### config.mk
export PLATFORM = sky130hd
export DESIGN_NAME = osst_divider
export DESIGN_NICKNAME = d
export VERILOG_FILES = /design/src/rtl/offset_search_scroll_target_unit_defines.svh /design/src/rtl/osst_pkg.sv /design/src/rtl/osst_divider.sv
export SDC_FILE = /design/constraint.sdc
export NUM_CORES = 1
export LEC_CHECK = 0
export ABC_AREA = 1
export BUFFER_PORTS_ARGS = -buffer_cell sky130_fd_sc_hd__buf_4
export CAP_MARGIN = 15
export CORE_ASPECT_RATIO = 1.2
export CORE_MARGIN = 8
export CORE_UTILIZATION = 27
export CTS_CLUSTER_SIZE = 30
export DETAILED_ROUTE_END_ITERATION = 8
export PLACE_DENSITY_LB_ADDON = 0.05
export SYNTH_ARGS = -nofsm -noshare
export SYNTH_HDL_FRONTEND = slang
export SYNTH_SLANG_ARGS = --single-unit
### constraint.sdc
create_clock -name clk -period 2.3 [get_ports clk]
set_input_delay 0.345 -clock clk [delete_from_list [all_inputs] [get_ports clk]]
set_output_delay 0.345 -clock clk [all_outputs]
set_load 0.03 [all_outputs]
### src/rtl/offset_search_scroll_target_unit_defines.svh
// Assertion macros shared by the scroll target unit.
// No dependencies.
`ifndef OFFSET_SEARCH_SCROLL_TARGET_UNIT_DEFINES_SVH
`define OFFSET_SEARCH_SCROLL_TARGET_UNIT_DEFINES_SVH
`ifndef NO_ASSERTIONS
`define OSST_ASSERT_IMPLIES(label, clk, rst_n, a, b) \
    label: assert property (@(posedge clk) disable iff (!rst_n) (a) |-> (b)) \
        else $error("assertion failed");
`define OSST_ASSERT_NEXT(label, clk, rst_n, a, b) \
    label: assert property (@(posedge clk) disable iff (!rst_n) (a) |=> (b)) \
        else $error("assertion failed");
`else
`define OSST_ASSERT_IMPLIES(label, clk, rst_n, a, b)
`define OSST_ASSERT_NEXT(label, clk, rst_n, a, b)
`endif
`endif

### src/rtl/osst_pkg.sv
// Package of the scroll target unit: codes, constants and state type.
// No dependencies.
`timescale 1ns / 1ps
`default_nettype none
package osst_pkg;
    localparam logic [31:0] UNSET_OFFSET = 32'hFFFF_FFFF;
    localparam logic [16:0] FRAC_ONE = 17'h1_0000;
    localparam logic REQ_LOAD = 1'b0;
    localparam logic REQ_QUERY = 1'b1;
    localparam logic [1:0] CFG_NODE_COUNT = 2'd0;
    localparam logic [1:0] CFG_LAYOUT_COUNT = 2'd1;
    localparam logic [1:0] CFG_CONTENT_LENGTH = 2'd2;
    localparam logic [1:0] CFG_VIEWPORT_HEIGHT = 2'd3;
    typedef enum logic [3:0] {
        ST_IDLE,
        ST_PROBE,
        ST_PROBE_CHK,
        ST_LEFT_CHK,
        ST_NODE_RD,
        ST_NODE_CHK,
        ST_WALK_CHK,
        ST_DIV,
        ST_MUL,
        ST_FINISH,
        ST_OUT
    } state_t;
endpackage
`default_nettype wire

### src/rtl/osst_divider.sv
// Restoring serial divider giving floor((d << 16) / s) clamped to 1.0.
// Depends on osst_pkg.
`timescale 1ns / 1ps
`default_nettype none
module osst_divider (
    input  wire logic        clk,
    input  wire logic        rst_n,
    input  wire logic        start,
    input  wire logic [31:0] dividend,
    input  wire logic [31:0] divisor,
    output logic             done,
    output logic [16:0]      frac
);
    logic [48:0] rem_reg, rem_next;
    logic [47:0] quo_reg, quo_next;
    logic [47:0] num_reg, num_next;
    logic [31:0] div_reg, div_next;
    logic [5:0]  cnt_reg, cnt_next;
    logic        busy_reg, busy_next;
    logic [48:0] shifted;
    logic [47:0] quo_full;
    logic [16:0] frac_reg, frac_next;
    logic        done_reg;

    // One quotient bit per cycle over the 48-bit numerator.
    always_comb
    begin
        rem_next = rem_reg;
        quo_next = quo_reg;
        num_next = num_reg;
        div_next = div_reg;
        cnt_next = cnt_reg;
        busy_next = busy_reg;
        shifted = {rem_reg[47:0], num_reg[47]};
        if (start)
        begin
            rem_next = '0;
            quo_next = '0;
            num_next = {dividend, 16'd0};
            div_next = divisor;
            cnt_next = 6'd48;
            busy_next = 1'b1;
        end
        else if (busy_reg)
        begin
            num_next = {num_reg[46:0], 1'b0};
            if (shifted >= {17'd0, div_reg})
            begin
                rem_next = shifted - {17'd0, div_reg};
                quo_next = {quo_reg[46:0], 1'b1};
            end
            else
            begin
                rem_next = shifted;
                quo_next = {quo_reg[46:0], 1'b0};
            end
            cnt_next = cnt_reg - 6'd1;
            if (cnt_reg == 6'd1)
            begin
                busy_next = 1'b0;
            end
        end
    end

    always_ff @(posedge clk or negedge rst_n)
    begin
        if (!rst_n)
        begin
            busy_reg <= 1'b0;
            cnt_reg <= '0;
            done_reg <= 1'b0;
        end
        else
        begin
            busy_reg <= busy_next;
            cnt_reg <= cnt_next;
            done_reg <= busy_reg && (cnt_reg == 6'd1);
        end
    end

    always_ff @(posedge clk)
    begin
        rem_reg <= rem_next;
        quo_reg <= quo_next;
        num_reg <= num_next;
        div_reg <= div_next;
        if (busy_reg && (cnt_reg == 6'd1))
        begin
            frac_reg <= frac_next;
        end
    end

    // Clamp on the final quotient including the last bit; the result is registered.
    assign quo_full = {quo_reg[46:0], (shifted >= {17'd0, div_reg})};
    always_comb
    begin
        if (quo_full > {31'd0, osst_pkg::FRAC_ONE})
        begin
            frac_next = osst_pkg::FRAC_ONE;
        end
        else
        begin
            frac_next = quo_full[16:0];
        end
    end

    assign done = done_reg;
    assign frac = frac_reg;
endmodule
`default_nettype wire

# Word-level counts from Yosys, hierarchy flattened
# Index checks and enable logic that the tools add are counted.
# W data, S select, Z words.
# classes
n_addsub	2
magnitude_cmp	2
eq_ne	1
mux	9
n_reduce_logical	2
# ops
op	n
$mux W48	3
$ge A49 B32 Y1	1
$gt A48 B17 Y1 const B	1
$sub A48 B32 Y48	1
$mux W6	2
$eq A6 B1 Y1 const B	1
$sub A6 B1 Y6 const B	1
$mux W1	4
$reduce_bool A2 Y1	1
$logic_and A1 B1 Y1	1
# totals
reg_bits	184
in_bits	67
out_inout_bits	18

# Depth between registers and ports, before layout
# logic_depth
ltp_word	4
mapped_depth	17
mapped_depth_nobuf	17

# Worst setup path after synthesis
# Ideal clock, no wire load.
# synth_path
path_kind	input port to flip-flop
from	input port start
to	register num_reg[16], enable pin
arrival_time_ns	1.999
required_time_ns	1.891
path_slack_ns	-0.108
stages	4
n_path_buf	2
cell_sequence	clkbuf_1 > nor2_1 > clkinv_1 > clkbuf_1
# synth_between
elab_chain_cells	1
# synth_rtl
element	line	rtl
start: declaration	osst_divider.sv:8	input wire logic start,
$reduce_bool A2 Y1 (no source line)	-	
end signal: assignment	osst_divider.sv:85	num_reg <= num_next;
end: declaration	osst_divider.sv:16	logic [47:0] num_reg, num_next;
# Every way passes these cells.
# A chain may end at the register's enable or synchronous reset.

# Worst setup path in the final report
# layout_path
from	register div_reg[18]
to	register frac_reg[10] (netlist: frac[10]) (data pin)
# layout_between
elab_chain_cells	2
# layout_rtl
element	line	rtl
start: declaration	osst_divider.sv:17	logic [31:0] div_reg, div_next;
start signal: assignment	osst_divider.sv:86	div_reg <= div_next;
$ge A49 B32 Y1	osst_divider.sv:94	assign quo_full = {quo_reg[46:0], (shifted >= {17'd0, div_reg})};
$gt A48 B17 Y1	osst_divider.sv:97	if (quo_full > {31'd0, osst_pkg::FRAC_ONE})
end signal: assignment	osst_divider.sv:89	frac_reg <= frac_next;
end: declaration	osst_divider.sv:22	logic [16:0] frac_reg, frac_next;
# Every way passes these cells.

==> run metrics <==
drt drc=0; area leader, netlist=edfxtp_1; post-layout min period=2.28 ns; crit path kind=flip-flop to flip-flop; PwrDens=approximately 1200 nW/um2; share of the synthesized area in the top cell type=23.2%; Peak Freq=between 0.4 and 0.5 GHz; post-synthesis register bit count=184; Avg Synthesized Cell Area=7.02 um2; r2r endpoint=frac[10]$_SDFFCE_PN0P_; Worst Setup EP=frac[10]$_SDFFCE_PN0P_; crit path launch=div_reg[18]$_DFFE_PP_; I/O pin count=85; Slew Viols, Final=0; final WL=35,300 um; max reg flops=48; placed cell count=around 2,100; worst-path maximum fanout=5; status=finished, final reports clean; Slew headroom=66.3%; hold path depth=1; layout cells sized above 1=26.2%; R2R cell count=16; area delta synth->final=35.4%; n_diodes=0; Ys Warns=0; largest cells by area after synthesis=edfxtp_1, nand2_1, dfxtp_1; die height=232 um; worst r2r src=div_reg[18]$_DFFE_PP_; number of antenna violations at the first check in global routing=0; DR iter-0 viols=472; first-pass GRT wire length=53,800 um; Worst Clk Skew=0.0144 ns; Core Area=38,500 um2; Via Count=9,670; Core Rows=79; Initial Util=a little over a quarter; Reg2Reg Setup Slack=0.02 ns; CP Data Required Time=2.62 ns; Clock Path Buffers=2; crit path capture type=flip-flop; CTS clk-pin slew, worst paths=0.08 ns; Final GP Congestion=0.899; Nets=1,805; gr ovfl total=0; vias per cell=4.39; Worst-Margin Slew=0.505 ns; clk_lat worst skew=0.46 ns; Antenna Violating Nets Remaining=0; most frequent cells in the layout=nand2_1, inv_1, buf_4, dfxtp_1, nor2_1; crit path launch type=flip-flop; Leakage=6.72 nW; CTS tree=built; part of the cycle the worst path needs=98.9%; wire per inst=16.0 um; total track usage=15.4%; Worst Hold Class=input port to flip-flop; DR pass1 iterations=6; endpoints failing hold=0; clk sinks=about 180; worst vdd ir=0.595 mV; Syn Nets=1,599; final setup vio count=0; largest net degree at the start of global routing=60; EDFF count, synth=81; Port-buffer cells=84; dpl hpwl=about 27,000 um; max-cap violations=0; FFs w/ async S/R, synth=between 4 and 5%; CTS buffer count=17; H-tree depth=4; distinct cell type count of the synthesized netlist=45; register area share after synthesis=43.2%; final setup TNS=0 ns; gate count of the mapped netlist=1,497; Primary FF master, synth=dfxtp_1; mapped cell area=10,500 um2; Die W=196 um; vias in the first global route=9,865; most common cell after layout, fill and taps aside=nand2_1; area of the die=45,500 um2; Root Buffer=clkbuf_16; RSZ-0062 raised after global routing=true; Hold WS=just over 0.05 ns; Crit path arrival time=about 2.6 ns; Final Non-Filler Cells=2,202
## synthesized netlist by cell type (2+ instances only)
cell type  instances
a21o_1             3
clkbuf_1          21
buf_6              3
clkinv_1           2
dfxtp_1           95
o22ai_1           46
ha_1              34
nor3_1            12
nand3_1           92
xnor2_1           15
or2_1              2
edfxtp_1          81
nand3b_1           2
nand4_1           18
a21oi_1           24
xor2_1             3
buf_4              4
o21ai_0           40
nand2_1          540
or2_2              2
o21ai_1            5
inv_2              4
nor4_1             2
a21oi_2            2
and3_1             4
buf_1              5
nor2_2            22
nor2_1           115
dfrtp_1            8
nand2_2            9
inv_1            268
## repair_timing
item | in CTS | in global routing
buffers inserted | 2 | 15
pin swaps | 5 | 36
hold endpoints to repair | 8 | 0
resized for setup | 26 | 193
cloned | 1 | 5
endpoints found under the setup margin | 61 | 64
hold buffers | 1 | 0
## layer usage
metal	wire (um)	share of wire, %	GRT usage, %
met1	15800	45	18.3
met2	17300	49	26.8
met3	1010	2.9	2.90
met4	1140	3.2	6.59
met5	0	0	0
## report_power, final
part / leakage [nW] / internal, mW / total [mW] / switching, mW
clock network: 0.288 / 1.55 / 3.03 / 1.47
logic: 4.74 / 3.84 / 8.99 / 5.15
registers: 1.69 / 3.93 / 4.38 / 0.448
total: 6.72 / 9.33 / 16.4 / 7.07
## how the worst min path moves through the flow
stage | slack (ns) | end | startpoint
CTS | 0.02 | div_reg[15]$_DFFE_PP_ | divisor[15]
global route | 0.03 | div_reg[15]$_DFFE_PP_ | divisor[15]
global placement | 0.18 | done$_DFF_PN0_ | rst_n
floorplan | 0.05 | busy_reg$_DFF_PN0_ | rst_n
finish | 0.05 | div_reg[15]$_DFFE_PP_ | divisor[15]
detailed placement | 0.18 | cnt_reg[4]$_DFFE_PN0P_ | rst_n
## per-stage QoR
stage | worst slack, ns | instance area [um2] | power, mW | util, %
after floorplan | 0.266 | 10500 | 8.88 | -
after CTS | -0.0177 | 13200 | 15.0 | 34.2
after detailed placement | -0.199 | 12500 | 11.7 | 32.4
final | 0.0244 | 14200 | 16.4 | 36.9
after global placement | -0.275 | 12500 | 11.7 | 32.4
after global routing | -0.122 | 14200 | 17.7 | 36.9
## worst max-delay path: stages, from the launching register on
cell and delay, ns:
edfxtp_1 0.39, inv_2 0.10, ha_4 0.22, nand2_2 0.07, nand2_2 0.06, nand2_1 0.06
nand2_1 0.06, nand2_1 0.08, nand2_2 0.08, nand2_4 0.08, nand2_4 0.07, nor2_4 0.22
nand2_8 0.12, o21ai_4 0.18, nand2_4 0.10, clkbuf_16 0.19, nor2_2 0.07
## logic make-up after synthesis
kind of cell	count (synthesis)	share of synthesized area, %
buffers and inverters	310	11.7
adders and majority gates	35	4.24
DFF	184	43.2
and+or+nand+nor	828	32.8
xor gates and xnor gates	18	1.50
AOI/OAI and AO/OA	122	6.56
## cell type report
type,count,area [um2]
clock buffers,21,483
fillers,4209,24300
repair buffers,222,1850
multi-input cells,1004,5620
clock inverters,11,100
flip-flops and latches,184,4530
well taps,486,608
inverters,274,1030
No activity file was read; power rests on OpenSTA's default activity.
